[config.mk]
export PLATFORM = sky130hd
export DESIGN_NAME = cluster_barrier_boot_peripheral_flat
export DESIGN_NICKNAME = d
export VERILOG_FILES = /design/src/hw/rtl/cbbp_pkg.sv /design/src/hw/rtl/cbbp_in_if.sv /design/src/hw/rtl/cbbp_out_if.sv /design/src/hw/rtl/cbbp_front.sv /design/src/hw/rtl/cbbp_job_fifo.sv /design/src/hw/rtl/cbbp_back.sv /design/src/hw/rtl/cluster_barrier_boot_peripheral.sv /design/src/flat_wrapper.sv
export SDC_FILE = /design/constraint.sdc
export NUM_CORES = 1
export LEC_CHECK = 0
export ABC_AREA = 1
export BUFFER_PORTS_ARGS = -buffer_cell sky130_fd_sc_hd__buf_2
export CAP_MARGIN = 0
export CORE_MARGIN = 5
export CORE_UTILIZATION = 54
export CTS_BUF_LIST = sky130_fd_sc_hd__clkbuf_16
export CTS_CLUSTER_DIAMETER = 150
export CTS_CLUSTER_SIZE = 28
export DETAILED_ROUTE_END_ITERATION = 10
export PLACE_DENSITY = 0.71
export SYNTH_ARGS = -nofsm -noshare
export SYNTH_HDL_FRONTEND = slang
export SYNTH_SLANG_ARGS = --single-unit
[constraint.sdc]
create_clock -name clk -period 8.2 [get_ports clk]
set_input_delay 1.64 -clock clk [delete_from_list [all_inputs] [get_ports clk]]
set_output_delay 1.64 -clock clk [all_outputs]
set_load 0.02 [all_outputs]
[src/hw/rtl/cbbp_pkg.sv]
// Shared types and constants for the cluster barrier and boot peripheral.
// No dependencies; every file but the two channel interfaces imports this package.
`timescale 1ns / 1ps

package cbbp_pkg;

  // Core set
  localparam int MAX_CORES = 16;
  localparam int CORE_W    = 4;

  // Item kinds
  localparam logic CMD_ACCESS = 1'b0;
  localparam logic CMD_TICK   = 1'b1;

  // Register byte offsets
  localparam logic [11:0] OFF_BARRIER = 12'h000;
  localparam logic [11:0] OFF_BOOT    = 12'h010;
  localparam logic [11:0] OFF_EXIT    = 12'h014;
  localparam logic [3:0]  ACCESS_WORD = 4'd4;

  // Result kinds
  localparam logic [1:0] KIND_REPLY   = 2'd0;
  localparam logic [1:0] KIND_RELEASE = 2'd1;
  localparam logic [1:0] KIND_WAKE    = 2'd2;

  // Configuration registers
  localparam int CFG_IDX_W  = 2;
  localparam int CFG_DATA_W = 16;
  localparam logic [CFG_IDX_W-1:0] CFG_CORE_COUNT    = 2'd0;
  localparam logic [CFG_IDX_W-1:0] CFG_RELEASE_DELAY = 2'd1;
  localparam logic [CFG_IDX_W-1:0] CFG_BOOT_DELAY    = 2'd2;
  localparam logic [4:0] CORE_COUNT_RESET = 5'd16;

  // Job queue depth
  localparam int QUEUE_DEPTH = 2;
  localparam int QPTR_W      = $clog2(QUEUE_DEPTH);

  // One job: the results caused by one input word, in emission order:
  // access reply, then wake, then releases in ascending core order.
  typedef struct packed {
    logic                 reply;
    logic [CORE_W-1:0]    core;
    logic [31:0]          rd;
    logic                 ev;
    logic [30:0]          code;
    logic                 wake;
    logic [MAX_CORES-1:0] rel;
  } cbbp_job_t;

endpackage

[src/hw/rtl/cbbp_in_if.sv]
// Input channel: bus accesses and clock ticks.
// Depends on nothing.
`timescale 1ns / 1ps

interface cbbp_in_if;
  logic        valid;
  logic        ready;
  logic        cmd;
  logic [3:0]  initiator;
  logic        write_flag;
  logic [11:0] offset;
  logic [3:0]  access_bytes;
  logic [31:0] write_value;

  modport source (output valid, cmd, initiator, write_flag, offset, access_bytes,
                  write_value, input ready);
  modport sink (input valid, cmd, initiator, write_flag, offset, access_bytes,
                write_value, output ready);
endinterface

[src/hw/rtl/cbbp_out_if.sv]
// Result channel: access replies, barrier releases and boot wakes.
// Depends on nothing.
`timescale 1ns / 1ps

interface cbbp_out_if;
  logic        valid;
  logic        ready;
  logic [3:0]  reply_core;
  logic [1:0]  reply_kind;
  logic [31:0] read_value;
  logic        exit_valid;
  logic [30:0] exit_status;
  logic        last;

  modport source (output valid, reply_core, reply_kind, read_value, exit_valid,
                  exit_status, last, input ready);
  modport sink (input valid, reply_core, reply_kind, read_value, exit_valid,
                exit_status, last, output ready);
endinterface

[src/hw/rtl/cbbp_front.sv]
// Front end: accepts input words, updates barrier, boot and exit state,
// and builds one job per word that causes results. Uses cbbp_pkg, cbbp_in_if.
`timescale 1ns / 1ps

module cbbp_front import cbbp_pkg::*; (
  input  logic                  clk,
  input  logic                  rst_n,
  cbbp_in_if.sink               in_ch,
  input  logic                  cfg_we,
  input  logic [CFG_IDX_W-1:0]  cfg_index,
  input  logic [CFG_DATA_W-1:0] cfg_data,
  input  logic                  q_full,
  output logic                  q_push,
  output cbbp_job_t             q_job
);

  logic [4:0]           core_count_r;
  logic [15:0]          release_delay_r;
  logic [15:0]          boot_delay_r;

  logic [MAX_CORES-1:0] parked_mask_r, parked_mask_nxt;
  logic [4:0]           parked_total_r, parked_total_nxt;
  logic                 armed_r, armed_nxt;
  logic [15:0]          release_cnt_r, release_cnt_nxt;
  logic [31:0]          boot_word_r, boot_word_nxt;
  logic                 boot_started_r, boot_started_nxt;
  logic [15:0]          boot_cnt_r, boot_cnt_nxt;
  logic                 exit_seen_r, exit_seen_nxt;

  logic                 accept;
  logic                 in_range;
  logic [MAX_CORES-1:0] join_mask;
  logic [4:0]           total_inc;
  logic [4:0]           need;
  logic [15:0]          rel_dec;
  cbbp_job_t            job;

  assign in_ch.ready = !q_full;
  assign accept      = in_ch.valid && in_ch.ready;
  assign in_range    = ({1'b0, in_ch.initiator} < (CORE_W+1)'(MAX_CORES));
  assign join_mask   = parked_mask_r | (MAX_CORES'(1) << in_ch.initiator);
  assign total_inc   = parked_total_r + 5'd1;
  assign need        = (core_count_r == 5'd0) ? 5'd1 : core_count_r;
  assign rel_dec     = (release_cnt_r != 16'd0) ? release_cnt_r - 16'd1 : 16'd0;

  // Classify the word and work out next state and the job it causes
  always_comb begin
    parked_mask_nxt  = parked_mask_r;
    parked_total_nxt = parked_total_r;
    armed_nxt        = armed_r;
    release_cnt_nxt  = release_cnt_r;
    boot_word_nxt    = boot_word_r;
    boot_started_nxt = boot_started_r;
    boot_cnt_nxt     = boot_cnt_r;
    exit_seen_nxt    = exit_seen_r;
    job              = '0;

    if (in_ch.cmd == CMD_TICK) begin
      // Advance boot countdown, wake on reaching zero
      if (boot_cnt_r != 16'd0) begin
        boot_cnt_nxt = boot_cnt_r - 16'd1;
        if (boot_cnt_r == 16'd1) job.wake = 1'b1;
      end
      // Advance release countdown, release everyone on zero
      if (armed_r) begin
        release_cnt_nxt = rel_dec;
        if (rel_dec == 16'd0) begin
          job.rel          = parked_mask_r;
          parked_mask_nxt  = '0;
          parked_total_nxt = '0;
          armed_nxt        = 1'b0;
        end
      end
    end else if (in_ch.offset == OFF_BARRIER && !in_ch.write_flag) begin
      // Park the core; drop repeats and out-of-range cores
      if (in_range && !parked_mask_r[in_ch.initiator]) begin
        parked_mask_nxt  = join_mask;
        parked_total_nxt = total_inc;
        if (!armed_r && total_inc >= need) begin
          armed_nxt       = 1'b1;
          release_cnt_nxt = release_delay_r;
          if (release_delay_r == 16'd0) begin
            job.rel          = join_mask;
            parked_mask_nxt  = '0;
            parked_total_nxt = '0;
            armed_nxt        = 1'b0;
          end
        end
      end
    end else begin
      // Plain register access: one reply to the initiator
      job.reply = 1'b1;
      job.core  = in_ch.initiator;
      if (in_ch.offset == OFF_BOOT && in_ch.access_bytes == ACCESS_WORD) begin
        if (in_ch.write_flag) begin
          boot_word_nxt = in_ch.write_value;
          if (in_ch.write_value != 32'd0 && !boot_started_r) begin
            boot_started_nxt = 1'b1;
            if (boot_delay_r == 16'd0) job.wake = 1'b1;
            else boot_cnt_nxt = boot_delay_r;
          end
        end else begin
          job.rd = boot_word_r;
        end
      end else if (in_ch.offset == OFF_EXIT && in_ch.write_flag &&
                   in_ch.access_bytes == ACCESS_WORD) begin
        if (in_ch.write_value[0] && !exit_seen_r) begin
          exit_seen_nxt = 1'b1;
          job.ev        = 1'b1;
          job.code      = in_ch.write_value[31:1];
        end
      end
    end
  end

  assign q_job  = job;
  assign q_push = accept && (job.reply || job.wake || (job.rel != '0));

  // Configuration registers
  always_ff @(posedge clk) begin
    if (!rst_n) begin
      core_count_r    <= CORE_COUNT_RESET;
      release_delay_r <= '0;
      boot_delay_r    <= '0;
    end else if (cfg_we) begin
      unique case (cfg_index)
        CFG_CORE_COUNT:    core_count_r    <= cfg_data[4:0];
        CFG_RELEASE_DELAY: release_delay_r <= cfg_data;
        CFG_BOOT_DELAY:    boot_delay_r    <= cfg_data;
        default: ;
      endcase
    end
  end

  // Block state, updated only on an accepted word
  always_ff @(posedge clk) begin
    if (!rst_n) begin
      parked_mask_r  <= '0;
      parked_total_r <= '0;
      armed_r        <= 1'b0;
      release_cnt_r  <= '0;
      boot_word_r    <= '0;
      boot_started_r <= 1'b0;
      boot_cnt_r     <= '0;
      exit_seen_r    <= 1'b0;
    end else if (accept) begin
      parked_mask_r  <= parked_mask_nxt;
      parked_total_r <= parked_total_nxt;
      armed_r        <= armed_nxt;
      release_cnt_r  <= release_cnt_nxt;
      boot_word_r    <= boot_word_nxt;
      boot_started_r <= boot_started_nxt;
      boot_cnt_r     <= boot_cnt_nxt;
      exit_seen_r    <= exit_seen_nxt;
    end
  end

endmodule

[src/hw/rtl/cbbp_job_fifo.sv]
// Short job queue between front and back end.
// Uses cbbp_pkg for the job type and depth.
`timescale 1ns / 1ps

module cbbp_job_fifo import cbbp_pkg::*; (
  input  logic      clk,
  input  logic      rst_n,
  input  logic      push,
  input  cbbp_job_t push_job,
  output logic      full,
  input  logic      pop,
  output logic      not_empty,
  output cbbp_job_t pop_job
);

  cbbp_job_t             slot_r [QUEUE_DEPTH];
  logic [QPTR_W-1:0]     wr_ptr_r, rd_ptr_r;
  logic [QPTR_W:0]       count_r;

  assign full      = (count_r == (QPTR_W+1)'(QUEUE_DEPTH));
  assign not_empty = (count_r != '0);
  assign pop_job   = slot_r[rd_ptr_r];

  // Store pushed jobs
  always_ff @(posedge clk) begin
    if (push) slot_r[wr_ptr_r] <= push_job;
  end

  // Advance pointers and count
  always_ff @(posedge clk) begin
    if (!rst_n) begin
      wr_ptr_r <= '0;
      rd_ptr_r <= '0;
      count_r  <= '0;
    end else begin
      if (push) wr_ptr_r <= wr_ptr_r + QPTR_W'(1);
      if (pop)  rd_ptr_r <= rd_ptr_r + QPTR_W'(1);
      unique case ({push, pop})
        2'b10:   count_r <= count_r + (QPTR_W+1)'(1);
        2'b01:   count_r <= count_r - (QPTR_W+1)'(1);
        default: count_r <= count_r;
      endcase
    end
  end

endmodule

[src/hw/rtl/cbbp_back.sv]
// Back end: takes jobs from the queue and sends their results one word per cycle, while
// the result side is ready, through an output register. Uses cbbp_pkg, cbbp_out_if.
`timescale 1ns / 1ps

module cbbp_back import cbbp_pkg::*; (
  input  logic      clk,
  input  logic      rst_n,
  input  logic      q_not_empty,
  input  cbbp_job_t q_job,
  output logic      q_pop,
  cbbp_out_if.source out_ch
);

  cbbp_job_t            job_r, job_nxt, job_left;
  logic                 busy, advance, rest_empty, load;
  logic [CORE_W-1:0]    low_idx;

  logic                 out_valid_r;
  logic [3:0]           core_r,  core_nxt;
  logic [1:0]           kind_r,  kind_nxt;
  logic [31:0]          rd_r,    rd_nxt;
  logic                 ev_r,    ev_nxt;
  logic [30:0]          code_r,  code_nxt;
  logic                 last_r;

  assign busy    = job_r.reply || job_r.wake || (job_r.rel != '0);
  assign load    = !out_valid_r || out_ch.ready;
  assign advance = load && busy;

  // Lowest parked core still to release
  always_comb begin
    low_idx = '0;
    for (int i = MAX_CORES - 1; i >= 0; i--) begin
      if (job_r.rel[i]) low_idx = CORE_W'(i);
    end
  end

  // Pick the next result and what remains of the job
  always_comb begin
    job_left = job_r;
    core_nxt = '0;
    kind_nxt = KIND_RELEASE;
    rd_nxt   = '0;
    ev_nxt   = 1'b0;
    code_nxt = '0;
    if (job_r.reply) begin
      job_left.reply = 1'b0;
      core_nxt       = job_r.core;
      kind_nxt       = KIND_REPLY;
      rd_nxt         = job_r.rd;
      ev_nxt         = job_r.ev;
      code_nxt       = job_r.code;
    end else if (job_r.wake) begin
      job_left.wake = 1'b0;
      kind_nxt      = KIND_WAKE;
    end else begin
      job_left.rel = job_r.rel & (job_r.rel - MAX_CORES'(1));
      core_nxt     = low_idx;
    end
  end

  assign rest_empty = !job_left.reply && !job_left.wake && (job_left.rel == '0);
  assign q_pop      = q_not_empty && (!busy || (advance && rest_empty));

  always_comb begin
    if (q_pop)        job_nxt = q_job;
    else if (advance) job_nxt = job_left;
    else              job_nxt = job_r;
  end

  // Hold the current job
  always_ff @(posedge clk) begin
    if (!rst_n) job_r <= '0;
    else        job_r <= job_nxt;
  end

  // Output register
  always_ff @(posedge clk) begin
    if (!rst_n) begin
      out_valid_r <= 1'b0;
    end else if (advance) begin
      out_valid_r <= 1'b1;
    end else if (out_ch.ready) begin
      out_valid_r <= 1'b0;
    end
  end

  always_ff @(posedge clk) begin
    if (advance) begin
      core_r <= core_nxt;
      kind_r <= kind_nxt;
      rd_r   <= rd_nxt;
      ev_r   <= ev_nxt;
      code_r <= code_nxt;
      last_r <= rest_empty;
    end
  end

  assign out_ch.valid       = out_valid_r;
  assign out_ch.reply_core  = core_r;
  assign out_ch.reply_kind  = kind_r;
  assign out_ch.read_value  = rd_r;
  assign out_ch.exit_valid  = ev_r;
  assign out_ch.exit_status = code_r;
  assign out_ch.last        = last_r;

endmodule

[src/hw/rtl/cluster_barrier_boot_peripheral.sv]
// Top level of the cluster barrier and boot peripheral.
// Uses cbbp_pkg, cbbp_in_if, cbbp_out_if, cbbp_front, cbbp_job_fifo, cbbp_back.
//
//   channel | dir | handshake          | word
//   in_ch   | in  | valid/ready        | cmd, initiator, write_flag, offset, bytes, data
//   out_ch  | out | valid/ready        | core, kind, read data, exit flag/code, last
//   cfg_*   | in  | cfg_we, no stall   | index, 16-bit data
//
// The front end takes one input word per cycle while the two-job queue has room;
// state updates land in the cycle the word is taken.
// The back end sends one result word per cycle while out_ch is ready; a job has 1 to 17 words
// (a barrier release sends one word per parked core), and that burst sets the rate.
// Reset (rst_n low, synchronous) clears all state and loads the config defaults.
// Either side may stall on its own; the queue and output register absorb it.
`timescale 1ns / 1ps

module cluster_barrier_boot_peripheral import cbbp_pkg::*; (
  input  logic                  clk,
  input  logic                  rst_n,
  cbbp_in_if.sink               in_ch,
  cbbp_out_if.source            out_ch,
  input  logic                  cfg_we,
  input  logic [CFG_IDX_W-1:0]  cfg_index,
  input  logic [CFG_DATA_W-1:0] cfg_data
);

  logic      q_full, q_push, q_pop, q_not_empty;
  cbbp_job_t push_job, pop_job;

  cbbp_front u_front (
    .clk       (clk),
    .rst_n     (rst_n),
    .in_ch     (in_ch),
    .cfg_we    (cfg_we),
    .cfg_index (cfg_index),
    .cfg_data  (cfg_data),
    .q_full    (q_full),
    .q_push    (q_push),
    .q_job     (push_job)
  );

  cbbp_job_fifo u_fifo (
    .clk       (clk),
    .rst_n     (rst_n),
    .push      (q_push),
    .push_job  (push_job),
    .full      (q_full),
    .pop       (q_pop),
    .not_empty (q_not_empty),
    .pop_job   (pop_job)
  );

  cbbp_back u_back (
    .clk         (clk),
    .rst_n       (rst_n),
    .q_not_empty (q_not_empty),
    .q_job       (pop_job),
    .q_pop       (q_pop),
    .out_ch      (out_ch)
  );

endmodule

[src/flat_wrapper.sv]
// flat-port wrapper written by rule: the top's interface ports become plain ports
module cluster_barrier_boot_peripheral_flat import cbbp_pkg::*;
  (clk, rst_n, cfg_we, cfg_index, cfg_data, in_ch_valid, in_ch_cmd, in_ch_initiator, in_ch_write_flag, in_ch_offset, in_ch_access_bytes, in_ch_write_value, in_ch_ready, out_ch_valid, out_ch_reply_core, out_ch_reply_kind, out_ch_read_value, out_ch_exit_valid, out_ch_exit_status, out_ch_last, out_ch_ready);
  cbbp_in_if in_ch_i ();
  cbbp_out_if out_ch_i ();
  input  logic clk;
  input  logic rst_n;
  input  logic cfg_we;
  input  logic [CFG_IDX_W-1:0] cfg_index;
  input  logic [CFG_DATA_W-1:0] cfg_data;
  input wire logic [$bits(in_ch_i.valid)-1:0] in_ch_valid;
  input wire logic [$bits(in_ch_i.cmd)-1:0] in_ch_cmd;
  input wire logic [$bits(in_ch_i.initiator)-1:0] in_ch_initiator;
  input wire logic [$bits(in_ch_i.write_flag)-1:0] in_ch_write_flag;
  input wire logic [$bits(in_ch_i.offset)-1:0] in_ch_offset;
  input wire logic [$bits(in_ch_i.access_bytes)-1:0] in_ch_access_bytes;
  input wire logic [$bits(in_ch_i.write_value)-1:0] in_ch_write_value;
  output wire logic [$bits(in_ch_i.ready)-1:0] in_ch_ready;
  output wire logic [$bits(out_ch_i.valid)-1:0] out_ch_valid;
  output wire logic [$bits(out_ch_i.reply_core)-1:0] out_ch_reply_core;
  output wire logic [$bits(out_ch_i.reply_kind)-1:0] out_ch_reply_kind;
  output wire logic [$bits(out_ch_i.read_value)-1:0] out_ch_read_value;
  output wire logic [$bits(out_ch_i.exit_valid)-1:0] out_ch_exit_valid;
  output wire logic [$bits(out_ch_i.exit_status)-1:0] out_ch_exit_status;
  output wire logic [$bits(out_ch_i.last)-1:0] out_ch_last;
  input wire logic [$bits(out_ch_i.ready)-1:0] out_ch_ready;
  assign in_ch_i.valid = in_ch_valid;
  assign in_ch_i.cmd = in_ch_cmd;
  assign in_ch_i.initiator = in_ch_initiator;
  assign in_ch_i.write_flag = in_ch_write_flag;
  assign in_ch_i.offset = in_ch_offset;
  assign in_ch_i.access_bytes = in_ch_access_bytes;
  assign in_ch_i.write_value = in_ch_write_value;
  assign in_ch_ready = in_ch_i.ready;
  assign out_ch_valid = out_ch_i.valid;
  assign out_ch_reply_core = out_ch_i.reply_core;
  assign out_ch_reply_kind = out_ch_i.reply_kind;
  assign out_ch_read_value = out_ch_i.read_value;
  assign out_ch_exit_valid = out_ch_i.exit_valid;
  assign out_ch_exit_status = out_ch_i.exit_status;
  assign out_ch_last = out_ch_i.last;
  assign out_ch_i.ready = out_ch_ready;
  cluster_barrier_boot_peripheral u_core (.clk(clk), .rst_n(rst_n), .in_ch(in_ch_i), .out_ch(out_ch_i), .cfg_we(cfg_we), .cfg_index(cfg_index), .cfg_data(cfg_data));
endmodule
==> results.md <==
- Outcome: completed
- Core Rows: 69
- Cts repair resizes: 0
- DRC viols: 0
- Area of the multi-input gates: 6530 um2
- Initial antenna violation count: 1
- Post-route ant nets: 0
- Initial Utilization: 54.8%
- Max frequency: 194 MHz
- DR vias: 14600
- Worst Setup Start Kind: input pin
- Hold Path Sink: u_core.u_front.exit_seen_r
- Pin count of the biggest net entering global routing: 155
- Mapped Area: 19600 um2
- Crit path cell chain: buf_2, or2_1, inv_1, nand2_1, nor2_1, and3_1, nand2_1, nor2_1, nand3_1, inv_1, nand2_1, nand2_1, nor2_1, nand2_1, nor2_1, nand2_2, nand3_1, clkinv_2, buf_4
- DIE AREA: 40200 um2
- Final Skew: 0.0331 ns
- CTS Root Cell: clkbuf_16
- Post-Syn Instances: 2076
- Die height: 201 um
- Register bit total from synthesis: 460
- Setup violators final: 0
- Hold Crit Start: u_core.u_front.exit_seen_r
- FILL cells: 3116
- Hold Worst Slack: 0.464 ns
- Measured slew at the worst slew-check pin: 1.08 ns
- Total gr overflow: 0
- Arr. time, crit path: 5.36 ns
- Cts hold-fix bufs: 0
- Hold WC Path Type: reg2reg
- DP Wirelength: 31300 um
- P_leak: 0.00864 uW
- First-pass GRT wire length: 74200 um
- Number of global-route vias before repair: 13900
- Fin util: 59.1%
- Slew Viols, Final: 0
- Storage element area: 11600 um2
- Via density: 5.53
- Layout cell share with drive strength beyond 1: 10.6%
- Clock latency on the worst-skew pair: 0.55 ns
- Worst IR Drop VDD: 0.000410 V
- Iteration-0 DRC Markers: 1211
- Placer Congestion: 0.856
- Initial DRT Pass Iterations: 5
- Port-buffer cells: 149
- CTS H-tree depth: 1
- Data required time of the worst path: 8.41 ns
- R2R Setup Slk: 3.41 ns
- Critical Path End Type: flop
- Setup TNS: 0 ns
- Die boundary width: 201 um
- Ports: 150
- Clock slew at reported path FFs: 0.10 ns
- Post-Syn Nets: 2163
- Critical path depth: 19
- Reg2reg path depth: 21
- Nets@finish: 2245
- GRT Overall Usage: 22.2%
- Crit path largest cell delay: 0.70 ns
- Ys Warns: 0
- CTS tree: yes
- RSZ-0062 raised after global routing: no
- Critical path's top delay family: simple AND/OR/NAND/NOR gates
- Clock Path Buffers: 3
- Diodes inserted: 0
- Synth Flop Type: edfxtp_1
- Total routed wirelength: 45900 um
- Syn Area/Cell: 9.44 um2
- Inst Count DP: 2597
- Crit Path Class: in2reg
- Crit Path Max Fanout: 35
- Final non-filler cell total: 2632
- Final clock period utilization by the worst path: 62.9%
- Post-CTS setup buffer count: 0
- Reg2reg start: u_core.u_front.parked_total_r[0]
- Fin. Hold Viols: 0
- Most frequent cells in the layout: 313 x nand2_1, 245 x inv_1, 243 x edfxtp_1, 235 x nor2_1, 215 x dfxtp_1
- Post-synth EDFFs: 243
- Max-slew headroom: 27.8%
- Power Density: 319 nW/um2
- Cell repeated most along the worst path: nand2_1
- Commonest non-fill, non-tap cell in the layout: nand2_1
- FF-to-FF End: u_core.u_fifo.slot_r[1][59]
- Max Cap Viol: 0
- Clock Sinks: 460
- Crit-path slowest cell: nor2_1
- Async set-or-reset flop fraction in the synthesized netlist: 0%
- CP Buf/Inv Count: 5
- Wire length per cell: 17.4 um
- Unique masters post-synth: 50
- Post-route minimum period: 5.15 ns
- Sequential area share after synthesis: 59.4%
- Area grow syn2layout: 7.70%
- Cell depth of the worst hold path: 2
- Core area: 35700 um2
- CTS Buf Count: 20
synthesized netlist by cell type, drive strengths merged, types with 3 or more instances:
| cell type | instances | area, um2 |
|---|---|---|
| a211oi | 36 | 270 |
| a21oi | 186 | 931 |
| a22oi | 18 | 135 |
| a31oi | 6 | 37.5 |
| buf | 33 | 275 |
| clkbuf | 70 | 263 |
| clkinv | 4 | 20.0 |
| dfxtp | 217 | 4340 |
| edfxtp | 243 | 7300 |
| ha | 10 | 125 |
| inv | 238 | 893 |
| mux2i | 72 | 721 |
| nand2 | 319 | 1220 |
| nand3 | 57 | 303 |
| nand4 | 33 | 206 |
| nor2 | 248 | 981 |
| nor3 | 14 | 80.1 |
| nor4 | 4 | 25.0 |
| o211ai | 15 | 113 |
| o21ai | 211 | 1060 |
| o21bai | 3 | 22.5 |
| o22ai | 6 | 37.5 |
| or2 | 13 | 81.3 |
| xor2 | 5 | 43.8 |
worst max path at each step:
stage	startpoint	to	slack, ns
6_report	in_ch_offset[1]	u_core.u_fifo.slot_r[1][59]	3.05
3_5_place_dp	in_ch_offset[1]	u_core.u_fifo.slot_r[1][24]	2.51
4_1_cts	in_ch_offset[1]	u_core.u_fifo.slot_r[1][59]	3.09
2_1_floorplan	in_ch_offset[1]	u_core.u_fifo.slot_r[0][0]	0.82
3_3_place_gp	in_ch_offset[1]	u_core.u_fifo.slot_r[1][28]	2.56
5_1_grt	in_ch_offset[1]	u_core.u_fifo.slot_r[1][59]	2.72
per-layer routing:
metal  global-route usage, %  vias to the layer above  share of wire (%)
met3                    2.52                       65                5.3
li1                        -                     7181                  -
met4                    5.11                        2                2.3
met5                       0                        -              0.028
met1                    31.0                     6881                 44
met2                    37.5                      435                 48
final cells by class:
class                      count  share of cell area [%]
clock inverter                15                   0.385
inverter                     242                    4.33
tap                          461                    2.73
clock buffer                  20                    2.37
multi-input combinational   1271                    30.9
timing repair buffer         163                    4.10
sequential                   460                    55.2
state kept, by name (all words and copies together), names as in the netlist, 2 cells and up, named ones only:
signal,count
u_core.u_fifo.slot_r,172
u_core.u_back.job_left,68
u_core.u_back.out_ch.read_value,32
u_core.u_front.boot_word_r,32
u_core.u_back.out_ch.exit_status,31
u_core.u_back.job_r,18
u_core.u_front.boot_cnt_r,16
u_core.u_front.boot_delay_r,16
u_core.u_front.parked_mask_r,16
u_core.u_front.release_cnt_r,16
u_core.u_front.release_delay_r,16
u_core.u_front.core_count_r,5
u_core.u_front.parked_total_r,5
u_core.u_back.out_ch.reply_core,4
u_core.u_back.out_ch.reply_kind,2
u_core.u_fifo.count_r,2
worst reg2reg max path, stage by stage, from the launching register on:
cell and delay [ns]:
dfxtp_1 0.40, ha_1 0.20, nand3_1 0.10, xnor2_1 0.16, ha_1 0.32, nand2_1 0.07, nor3_1 0.18, nor2_1 0.07
nand2_1 0.07, nand2_1 0.07, nor2_1 0.70, nand3_1 0.38, inv_1 0.22, nand2_1 0.07, nand2_1 0.06, nor2_1 0.04
nand2_1 0.06, nor2_1 0.05, nand2_2 0.08, nand3_1 0.10, clkinv_2 0.51, buf_4 0.52
kinds of logic after synthesis:
logic type / count (synthesis) / synth area share [%]
and+or+nand+nor: 692 / 14.9
AOI/OAI and AO/OA: 490 / 13.7
DFF: 460 / 59.4
buffers and inverters: 345 / 7.40
muxes: 72 / 3.68
adders and majority gates: 10 / 0.638
xor gates and xnor gates: 7 / 0.313
where the power goes:
part | switching, uW | internal [uW]
registers | 164 | 3000
clock network | 694 | 458
logic | 1780 | 635
stage by stage:
stage / setup WS, ns / area [um2] / total power (uW)
finish: 3.05 / 21100 / 6740
global route: 2.72 / 21100 / 7190
CTS: 3.09 / 21100 / 6790
detailed placement: 2.51 / 20500 / 5650
global placement: 2.56 / 20500 / 5580
floorplan: 0.819 / 19600 / 5160
Note: power is estimated with default switching activity, not from simulation.
